--- config.mk ---
export PLATFORM = sky130hd
export DESIGN_NAME = olsr_cell
export DESIGN_NICKNAME = d
export VERILOG_FILES = /design/src/rtl/olsr_pkg.sv /design/src/rtl/olsr_cell.sv
export SDC_FILE = /design/constraint.sdc
export NUM_CORES = 1
export LEC_CHECK = 0
export BUFFER_PORTS_ARGS = -buffer_cell sky130_fd_sc_hd__buf_2
export CORE_MARGIN = 5
export CORE_UTILIZATION = 39
export DETAILED_ROUTE_END_ITERATION = 16
export HOLD_SLACK_MARGIN = 0.05
export PLACE_DENSITY = 0.88
export SLEW_MARGIN = 20
export SYNTH_ARGS = -nofsm -noshare
export SYNTH_HDL_FRONTEND = slang
export SYNTH_SLANG_ARGS = --single-unit
--- constraint.sdc ---
create_clock -name clk -period 1.6 [get_ports clk]
set_clock_uncertainty 0.15 [all_clocks]
set_input_delay 0.08 -clock clk [delete_from_list [all_inputs] [get_ports clk]]
set_output_delay 0.08 -clock clk [all_outputs]
set_load 0.01 [all_outputs]
--- src/rtl/olsr_pkg.sv ---
`default_nettype none
// ----------------------------------------------------------------------------
// olsr_pkg
// Types and constants shared by the ordered list search/remove block.
// ----------------------------------------------------------------------------
package olsr_pkg;

    localparam int VALUE_W       = 32;
    localparam int POS_W         = 6;
    localparam int ENTRY_COUNT_W = 7;

    typedef enum logic [1:0] {
        ACT_APPEND = 2'd0,
        ACT_FIND   = 2'd1,
        ACT_REMOVE = 2'd2,
        ACT_CLEAR  = 2'd3
    } action_t;

    typedef enum logic [1:0] {
        STS_OK       = 2'd0,
        STS_EMPTY    = 2'd1,
        STS_NOTFOUND = 2'd2,
        STS_FULL     = 2'd3
    } status_t;

    typedef enum logic {
        S_IDLE = 1'b0,
        S_WALK = 1'b1
    } state_t;

    typedef struct packed {
        action_t                    action;
        logic signed [VALUE_W-1:0]  value;
    } in_word_t;

    typedef struct packed {
        status_t                    status;
        logic [POS_W-1:0]           position;
        logic [ENTRY_COUNT_W-1:0]   entry_count;
    } out_word_t;

    // search token passed cell to cell
    typedef struct packed {
        logic active;
        logic found;
        logic remove;
    } token_t;

    // broadcast from control to every cell
    typedef struct packed {
        logic                       wr_en;
        logic signed [VALUE_W-1:0]  data;
    } bcast_t;

endpackage : olsr_pkg
`default_nettype wire

--- src/rtl/olsr_cell.sv ---
`default_nettype none
// ----------------------------------------------------------------------------
// olsr_cell
// One list slot: holds an entry, compares it against the passing search
// token and hands its entry to the slot before it when a removal closes a gap.
// ----------------------------------------------------------------------------
module olsr_cell
    import olsr_pkg::*;
#(
    parameter int IDX   = 0,
    parameter int IDX_W = 6,
    parameter int CNT_W = 7
)
(
    input  wire logic                       clk,
    input  wire logic                       rst_n,
    input  wire logic [CNT_W-1:0]           count,
    input  wire bcast_t                     bcast,
    input  wire token_t                     tok_in,
    input  wire logic [IDX_W-1:0]           pos_in,
    input  wire logic signed [VALUE_W-1:0]  next_entry,
    input  wire logic                       next_shift,
    output token_t                          tok_out,
    output logic [IDX_W-1:0]                pos_out,
    output logic signed [VALUE_W-1:0]       entry_out,
    output logic                            shift_out
);

    logic signed [VALUE_W-1:0] entry_reg;
    logic signed [VALUE_W-1:0] entry_next;
    token_t                    tok_reg;
    token_t                    tok_next;
    logic [IDX_W-1:0]          pos_reg;
    logic [IDX_W-1:0]          pos_next;
    logic                      in_list;
    logic                      hit;

    assign in_list   = CNT_W'(IDX) < count;
    assign hit       = tok_in.active && in_list && !tok_in.found && (entry_reg == bcast.data);
    assign shift_out = tok_in.active && tok_in.found && tok_in.remove && in_list;

    always_comb
    begin
        tok_next       = tok_in;
        tok_next.found = tok_in.found | hit;
        pos_next       = hit ? IDX_W'(IDX) : pos_in;
    end

    always_comb
    begin
        entry_next = entry_reg;
        if (bcast.wr_en && (count == CNT_W'(IDX)))
        begin
            entry_next = bcast.data;
        end
        else if (next_shift)
        begin
            entry_next = next_entry;
        end
    end

    always_ff @(posedge clk or negedge rst_n)
    begin
        if (!rst_n)
        begin
            tok_reg <= '0;
        end
        else
        begin
            tok_reg <= tok_next;
        end
    end

    always_ff @(posedge clk)
    begin
        entry_reg <= entry_next;
        pos_reg   <= pos_next;
    end

    assign tok_out   = tok_reg;
    assign pos_out   = pos_reg;
    assign entry_out = entry_reg;

endmodule : olsr_cell
`default_nettype wire

==> run_results.csv <==
group,metric,value,unit
clock_tree,clock_path_buffers,2,
place,hpwl,4096,um
min_path,min_path_cells,5,
synthesis,ys_ff_latch,41,
setup_path,crit_type,"reg -> reg",
power_and_ir_drop,power,2544,uW
die,die-area,6791,um2
grt,grt_pass1_wl,9770,um
setup_path,critPathMaxStageDelay,0.39,ns
grt,grt_usage,19.84,%
synthesis,ys_seq_area_share,56.55,%
die,initial_core_util,40.03,%
place,place.gp.congestion,0.8053,
setup_path,critPathRequiredTime,1.62,ns
synthesis,synth_cell_types,20,
setup_path,cp_slowest_cell,"edfxtp_1",
power_and_ir_drop,ir_worst_vdd,497.7,uV
grt,grt_max_degree,34,
clock_tree,cts.clk_slew.worst_paths,0.08,ns
route,vias,1914,
timing,setup_viol_count_final,7,
finish,final_cell_mix,"buf_2 (125), dlygate4sd3_1 (76), edfxtp_1 (32), xor2_1 (28), mux2_2 (23)",
clock_tree,root_buffer,"clkbuf_8",
route,route.detailed.drc,0,
clock_tree,h-tree-depth,2,
finish,syn_to_final_growth,81.27,%
clock_tree,numCtsBuffers,5,
timing,fin_crit,1.884,ns
clock_tree,clk_latency,0.30,ns
job,cap_violations,0,
timing,max_freq,530.7,MHz
route,drt.antenna.violating_nets,0,
synthesis,synth_area,2044,um2
timing,tightest_slew,0.3174,ns
power_and_ir_drop,powerDensity,686.5,nW/um2
setup_path,crit_chain,"xor2_1 > nor4_2 > buf_4 > nand4_1 > nor3_4 > nor2b_1",
power_and_ir_drop,p_leak,0.001697,uW
outcome,violations,"setup timing",
setup_path,crit_arrival,1.91,ns
die,core-area,5107,um2
outcome,status,"complete, but fails checks",
die,rows,26,
synthesis,syn-num-nets,217,
die,die_x,82.41,um
finish,fin_nets,432,
die,die_h,82.41,um
finish,n_antenna_cell,0,
grt,grt-ovfl-total,0,
place,place_inst,334,
finish,instances_no_fill,419,
synthesis,avgSynthCellArea,15.37,um2
timing,finalHoldViolations,0,
timing,post-route-period-util,117.8,%
finish,utilization,72.56,%
route,wirelength,6724,um
route,drt_iter0_markers,14,
timing,rsz0062_at_grt,"yes",
grt,grt_pass1_vias,2080,
min_path,worstHoldPathType,"in -> reg",
finish,layout-drive-gt1-share,52.15,%
timing,slew_headroom,78.67,%
timing,maxSlewViolCount,0,
clock_tree,clkSinkCount,41,
synthesis,syn_inst,133,
grt,antenna_found_initial,0,
setup_path,start_kind,"flip-flop",
route,vias_per_cell,4.568,
place,io_buffers,125,
route,wire_per_inst,16.05,um
finish,final_common_cell,"buf_2",
setup_path,r2r_cells,6,
synthesis,yosys_warnings,0,
timing,worst_slack,-0.2842,ns
clock_tree,cts_tree,"built",
die,ios,126,
setup_path,worst-path-max-fanout,7,
route,dr.pass1.iters,4,
setup_path,crit_path_end_kind,"flip-flop",
-- cell usage after synthesis (all sizes together) --
master | n | area share [%]
nand2b | 1 | 0.31
a21boi | 1 | 0.37
or2 | 1 | 0.31
xnor2 | 4 | 1.7
nand4 | 3 | 0.92
and3 | 1 | 0.31
edfxtp | 32 | 47
nor3 | 3 | 1.3
buf | 3 | 1.7
nand3 | 1 | 0.49
or3 | 1 | 0.55
nor2b | 6 | 1.8
nor4 | 7 | 2.4
mux2 | 32 | 19
dfrtp | 3 | 3.7
dfxtp | 6 | 5.9
xor2 | 28 | 12
-- per-stage QoR --
step	cell area [um2]	setup WS (ns)	hold slack (ns)	TNS, ns
2_1_floorplan	2052	-0.03750	-0.3656	-0.2407
3_3_place_gp	2836	-0.2784	-0.2718	-2.244
3_5_place_dp	2836	-0.3246	-0.2729	-3.502
4_1_cts	3700	-0.2387	0.1663	-1.563
5_1_grt	3706	-0.4320	0.2082	-2.895
6_report	3706	-0.2842	0.1795	-1.857
-- critical path, delay by kind of cell, from the launching register on --
kind,cells,cell delay [ns]
simple gates,4,0.91
flops,1,0.39
xor+xnor,1,0.16
buf+inv,1,0.15
-- flip-flops by register name, indices dropped and copies added, names as in the netlist --
register and cells:
entry_out 32, pos_out 6, tok_out 3
-- report_power, final --
group          switching [uW]  internal, uW
clock network             356           302
logic                     236           367
registers                45.8          1240
-- logic make-up (layout without fill, tap and decap cells) --
logic type,after synthesis,after routing,share of synthesized area [%]
compound gates,1,1,0.3673
xor+xnor,32,32,13.71
buf+inv,3,219,1.652
flops,41,41,56.55
mux,32,32,19.28
simple gates,24,24,8.447
-- per-layer routing --
| metal | up-vias | GRT usage, % | part of all wire [%] |
|---|---|---|---|
| li1 | 921 | - | - |
| met1 | 888 | 19.56 | 34 |
| met2 | 88 | 38.14 | 56 |
| met3 | 17 | 6.182 | 7.8 |
| met4 | 0 | 7.475 | 2.4 |
| met5 | - | 0 | 0 |
-- worst paths after layout --
kind,startpoint,end,slack [ns]
max in group asynchronous,rst_n,tok_out[0],0.65
hold / removal,bcast[4],pos_out[2],0.18
setup reg to reg,entry_out[31],pos_out[3],-0.28
hold reg to reg,entry_out[27],pos_out[2],0.67
min in group asynchronous,rst_n,tok_out[2],0.51
setup / recovery,entry_out[31],pos_out[3],-0.28
-- cell type report --
| cell class | count | area (um2) |
|---|---|---|
| timing repair buffer | 211 | 1499 |
| fill | 345 | 1401 |
| sequential | 41 | 1156 |
| multi-input combinational | 89 | 880.8 |
| tap | 70 | 87.58 |
| clock buffer | 6 | 72.57 |
| clock inverter | 2 | 10.01 |
-- timing repair --
item	in CTS	in global routing
hold endpoints to repair	45	0
pin swaps	4	2
hold buffers	76	0
setup buffers	1	0
endpoints found under the setup margin	7	8
resized for setup	2	2
(Power assumes the default switching activity.)
