<file path="src/rtl/olsr_pkg.sv">
`default_nettype none
// ----------------------------------------------------------------------------
// olsr_pkg
// Types and constants shared by the ordered list search/remove block.
// ----------------------------------------------------------------------------
package olsr_pkg;

    localparam int VALUE_W       = 32;
    localparam int POS_W         = 6;
    localparam int ENTRY_COUNT_W = 7;

    typedef enum logic [1:0] {
        ACT_APPEND = 2'd0,
        ACT_FIND   = 2'd1,
        ACT_REMOVE = 2'd2,
        ACT_CLEAR  = 2'd3
    } action_t;

    typedef enum logic [1:0] {
        STS_OK       = 2'd0,
        STS_EMPTY    = 2'd1,
        STS_NOTFOUND = 2'd2,
        STS_FULL     = 2'd3
    } status_t;

    typedef enum logic {
        S_IDLE = 1'b0,
        S_WALK = 1'b1
    } state_t;

    typedef struct packed {
        action_t                    action;
        logic signed [VALUE_W-1:0]  value;
    } in_word_t;

    typedef struct packed {
        status_t                    status;
        logic [POS_W-1:0]           position;
        logic [ENTRY_COUNT_W-1:0]   entry_count;
    } out_word_t;

    // search token passed cell to cell
    typedef struct packed {
        logic active;
        logic found;
        logic remove;
    } token_t;

    // broadcast from control to every cell
    typedef struct packed {
        logic                       wr_en;
        logic signed [VALUE_W-1:0]  data;
    } bcast_t;

endpackage : olsr_pkg
`default_nettype wire

</file>
<file path="src/rtl/olsr_ctrl.sv">
`default_nettype none
// ----------------------------------------------------------------------------
// olsr_ctrl
// Command decode, fill count, search launch and result word.
// ----------------------------------------------------------------------------
module olsr_ctrl
    import olsr_pkg::*;
#(
    parameter int DEPTH = 64,
    parameter int IDX_W = 6,
    parameter int CNT_W = 7
)
(
    input  wire logic              clk,
    input  wire logic              rst_n,
    input  wire logic              start,
    input  wire in_word_t          cmd,
    input  wire token_t            tail_tok,
    input  wire logic [IDX_W-1:0]  tail_pos,
    output logic                   busy,
    output logic                   done,
    output out_word_t              result,
    output bcast_t                 bcast,
    output token_t                 head_tok,
    output logic [CNT_W-1:0]       count
);

    state_t                    state_reg;
    state_t                    state_next;
    logic [CNT_W-1:0]          count_reg;
    logic [CNT_W-1:0]          count_next;
    logic                      done_reg;
    logic                      done_next;
    out_word_t                 result_reg;
    out_word_t                 result_next;
    logic signed [VALUE_W-1:0] key_reg;
    logic                      accept;
    logic                      is_search;
    logic                      empty;
    logic                      full;

    assign accept    = start && (state_reg == S_IDLE);
    assign is_search = (cmd.action == ACT_FIND) || (cmd.action == ACT_REMOVE);
    assign empty     = (count_reg == '0);
    assign full      = (count_reg == CNT_W'(DEPTH));

    // next state
    always_comb
    begin
        state_next = state_reg;
        case (state_reg)
            S_IDLE:
            begin
                if (accept && is_search && !empty)
                begin
                    state_next = S_WALK;
                end
            end
            S_WALK:
            begin
                if (tail_tok.active)
                begin
                    state_next = S_IDLE;
                end
            end
            default:
            begin
                state_next = S_IDLE;
            end
        endcase
    end

    // busy and outputs to the cell row
    always_comb
    begin
        busy            = (state_reg == S_WALK);
        head_tok.active = accept && is_search && !empty;
        head_tok.found  = 1'b0;
        head_tok.remove = (cmd.action == ACT_REMOVE);
        bcast.wr_en     = accept && (cmd.action == ACT_APPEND) && !full;
        bcast.data      = (state_reg == S_WALK) ? key_reg : cmd.value;
    end

    // result word and fill count
    always_comb
    begin
        count_next           = count_reg;
        done_next            = 1'b0;
        result_next          = result_reg;
        result_next.position = '0;
        result_next.status   = STS_OK;
        if (accept)
        begin
            case (cmd.action)
                ACT_APPEND:
                begin
                    done_next = 1'b1;
                    if (full)
                    begin
                        result_next.status = STS_FULL;
                    end
                    else
                    begin
                        count_next = count_reg + CNT_W'(1);
                    end
                end
                ACT_FIND, ACT_REMOVE:
                begin
                    if (empty)
                    begin
                        done_next          = 1'b1;
                        result_next.status = STS_EMPTY;
                    end
                end
                ACT_CLEAR:
                begin
                    done_next  = 1'b1;
                    count_next = '0;
                end
                default:
                begin
                    done_next = 1'b0;
                end
            endcase
        end
        else if ((state_reg == S_WALK) && tail_tok.active)
        begin
            done_next = 1'b1;
            if (tail_tok.found)
            begin
                result_next.position = POS_W'(tail_pos);
                if (tail_tok.remove)
                begin
                    count_next = count_reg - CNT_W'(1);
                end
            end
            else
            begin
                result_next.status = STS_NOTFOUND;
            end
        end
        result_next.entry_count = ENTRY_COUNT_W'(count_next);
    end

    always_ff @(posedge clk or negedge rst_n)
    begin
        if (!rst_n)
        begin
            state_reg <= S_IDLE;
            count_reg <= '0;
            done_reg  <= 1'b0;
        end
        else
        begin
            state_reg <= state_next;
            count_reg <= count_next;
            done_reg  <= done_next;
        end
    end

    always_ff @(posedge clk)
    begin
        result_reg <= result_next;
        if (accept)
        begin
            key_reg <= cmd.value;
        end
    end

    assign done   = done_reg;
    assign result = result_reg;
    assign count  = count_reg;

endmodule : olsr_ctrl
`default_nettype wire

</file>
<file path="config.mk">
export PLATFORM = sky130hd
export DESIGN_NAME = olsr_ctrl
export DESIGN_NICKNAME = d
export VERILOG_FILES = /design/src/rtl/olsr_pkg.sv /design/src/rtl/olsr_ctrl.sv
export SDC_FILE = /design/constraint.sdc
export NUM_CORES = 1
export LEC_CHECK = 0
export BUFFER_PORTS_ARGS = -buffer_cell sky130_fd_sc_hd__buf_2
export CAP_MARGIN = 10
export CORE_ASPECT_RATIO = 1.5
export CORE_MARGIN = 3
export CORE_UTILIZATION = 29
export DETAILED_ROUTE_END_ITERATION = 10
export PLACE_DENSITY_LB_ADDON = 0.12
export SYNTH_ARGS = -nofsm -noshare
export SYNTH_HDL_FRONTEND = slang
export SYNTH_SLANG_ARGS = --single-unit
</file>
<file path="constraint.sdc">
create_clock -name clk -period 2.52 [get_ports clk]
set_clock_uncertainty 0.1 [all_clocks]
set_input_delay 0.504 -clock clk [delete_from_list [all_inputs] [get_ports clk]]
set_output_delay 0.504 -clock clk [all_outputs]
set_load 0.01 [all_outputs]
</file>
==> metrics.md <==
| Metric | Value |
|---|---|
| Status | `finished clean` |
| Internal Power | `2332 uW` |
| DIE AREA | `9798 um^2` |
| Compound-Gate Fraction of Synth Area | `under 10%` |
| CTS tree | `yes` |
| Required time worst endpoint | `1.92 ns` |
| Nets | `349` |
| Post-route DRC | `0` |
| Syn Area/Cell | `roughly 14 um^2` |
| Mapped Area | `~2500 um^2` |
| CP Cell Sequence | `inv_2 -> ha_4 -> or4b_4 -> nor3_4 -> nor2_1 -> buf_2` |
| CTS H-tree lvls | `2` |
| Asr flop ratio synth | `16.07%` |
| Max Buffers Root-to-Sink | `2` |
| Area after DPL | `3139 um^2` |
| Adder-cell share of the synthesized area | `2.501%` |
| Comb pwr share | `42.1%` |
| Routed Antenna Nets | `0` |
| Dpl hpwl | `4677 um` |
| Initial Util | `30.47%` |
| Final WL | `6115 um` |
| Pwr dens | `1045 nW/um^2` |
| CP max stage delay | `around 0.50 ns` |
| Peak supply drop | `0.0004382 V` |
| Most common cell after layout, fill and taps aside | `buf_2` |
| Worst skew pair latency | `between 0.2 and 0.3 ns` |
| Largest net degree at the start of global routing | `33` |
| Total gr overflow | `0` |
| I/O Buffers | `104` |
| Max Fclk | `between 400 and 500 MHz` |
| Routed len/inst | `15.14 um` |
| Critical path endpoint category | `primary output` |
| Rows | `40` |
| Yosys top cell area share | `approximately 38%` |
| Yosys cell types | `45` |
| GP Congestion | `0.8735` |
| Design Area, Final | `3356 um^2` |
| CP arrival | `1.87 ns` |
| Antenna fix cells | `0` |
| Final Hold Vio Count | `0` |
| Clk pwr share | `19.6%` |
| Total CTS buffers | `5` |
| Share of post-route cells with drive strength above 1 | `55.85%` |
| Synth area leader | `edfxtp_1` |
| Die height | `119.7 um` |
| Primary FF master, synth | `edfxtp_1` |
| Area Growth Syn to Fin | `34.17%` |
| Worst Setup Start Kind | `register` |
| Mapped Nets | `between 200 and 250` |
| CP delay by family, top | `simple AND/OR/NAND/NOR gates` |
| Syn Inst Count | `185` |
| Synth Area in XOR/XNOR | `0%` |
| Simple-Gate Fraction of Synth Area | `11.66%` |
| Reg power frac | `around two fifths` |
| Fill cell count | `815` |
| # setup viols final | `0` |
| Die Width | `81.83 um` |
| Share of the core filled with cells | `40.88%` |
| Overall routing resource usage | `12.55%` |
| Switching share of power | `33.52%` |
| DR iter-0 viols | `56` |
| Maxcap violations | `0` |
| Max Slew Vio Count | `0` |
| Clock-pin slew on the worst setup and hold paths | `0.07 ns` |
| Vias in the first global route | `1,911` |
| Switch Pwr | `about 1200 uW` |
| First-pass GRT wire length | `9404 um` |
| Crit-path max FO | `4` |
| Commonest cells after routing, fill and taps aside | `buf_2 (104), mux2_2 (32), edfxtp_1 (32), dfxtp_1 (15), buf_4 (10)` |
| Post-synth EDFFs | `32` |
| Leak | `0.001499 uW` |
| Initial antenna violation count | `0` |
| Min-Delay Path Class | `in2reg` |
| Post-synthesis sequential area ratio | `59.43%` |
| CTS root buf | `clkbuf_16` |
| Synth top area cells | `edfxtp_1 (38%), mux2_2 (14%), dfxtp_1 (12%), dfrtp_1 (9.0%), ha_1 (2.5%)` |
| Post-layout min period | `2.478 ns` |
| Vias | `1,887` |
| Fin crit share | `98.33%` |
| Critical setup path kind | `reg2out` |
| Yosys warnings | `0` |
| CP max-delay cell | `or4b_4` |
| Vias per Instance | `4.671` |
| Yosys reg bits | `56` |
| DRT Pass-1 Iters | `4` |
| Io pins | `106` |
| Max reg flops | `32` |
| Core area | `8208 um^2` |
| Main combinational cell family by area after synthesis | `multiplexers` |
| Post-synthesis mux area share | `15.61%` |
| Critical path buffers and inverters | `2` |
| Clk sinks | `56` |
-- power by group through the flow --
stage | registers (uW) | logic, uW | clock network, uW
floorplan | 1380 | 853 | 0
global placement | 1370 | 1370 | 0
detailed placement | 1360 | 1370 | 0
CTS | 1340 | 1410 | 728
global route | 1360 | 1620 | 773
finish | 1340 | 1480 | 689
-- synth_stat cells (2+ instances only) --
cell,number
a21oi_1,3
a31o_2,2
and2_1,7
and3_1,3
buf_2,3
buf_4,4
buf_6,2
dfrtp_1,9
dfxtp_1,15
edfxtp_1,32
ha_1,5
inv_1,10
mux2_2,32
mux2i_1,3
nand2_1,9
nand3_1,5
nand4_1,2
nor2_1,4
nor2b_1,2
nor3_1,4
nor3_2,2
o211ai_1,2
o21ai_0,3
-- cell type report --
type	instances	area, um^2	share of cell area (%)
Sequential cell	56	1489	44.37
Clock buffer	8	147.6	4.400
Inverter	10	37.54	1.119
Timing Repair Buffer	116	625.6	18.64
Tap cell	105	131.4	3.915
Multi-Input combinational cell	109	924.6	27.55
-- metal layers --
metal  part of all wire (%)  up-vias  global-route usage (%)
met5                      0        -                       0
met4                    2.3        0                   5.301
li1                       -      910                       -
met2                     55       78                   23.38
met3                    5.8       10                   2.703
met1                     37      889                   12.94
-- path summary, 6_finish.rpt --
path                                from           to  slack, ns  cells after the start
worst min-delay path             cmd[16]  key_reg[16]       0.31                      1
max in group asynchronous          rst_n     count[0]       1.58                      2
worst min register to register  count[2]   result[13]       0.52                      2
min in group asynchronous          rst_n     count[4]       0.52                      2
worst max-delay path            count[1]  head_tok[2]       0.04                      6
worst max register to register  count[1]     count[6]       0.60                      7
-- stage by stage --
step / worst slack (ns) / setup TNS, ns / total power (uW) / hold slack (ns) / cells
finish: 0.04221 / 0 / 3508 / 0.3061 / 404
floorplan: 0.07357 / 0 / 2229 / 0.1084 / 185
global placement: 0.2590 / 0 / 2743 / 0.2953 / 390
detailed placement: 0.2317 / 0 / 2731 / 0.2901 / 390
CTS: 0.002256 / 0 / 3478 / 0.2937 / 400
global route: -0.03010 / -0.03010 / 3758 / 0.2905 / 404
-- logic make-up (layout without fill, tap and decap cells) --
group | after synthesis | count (layout)
fa+ha+maj | 5 | 5
mux | 35 | 35
simple gates | 47 | 47
buf+inv | 20 | 134
other cells | 1 | 1
flops | 56 | 56
compound gates | 21 | 21
-- repair_timing --
item	in CTS	in global routing
pin swaps	0	2
resized for setup	2	5
gates cloned	0	0
endpoints found under the hold margin	9	0
endpoints found under the setup margin	1	1
hold buffers	1	0
setup buffers	1	4
Power figures use the tool's default switching activity.
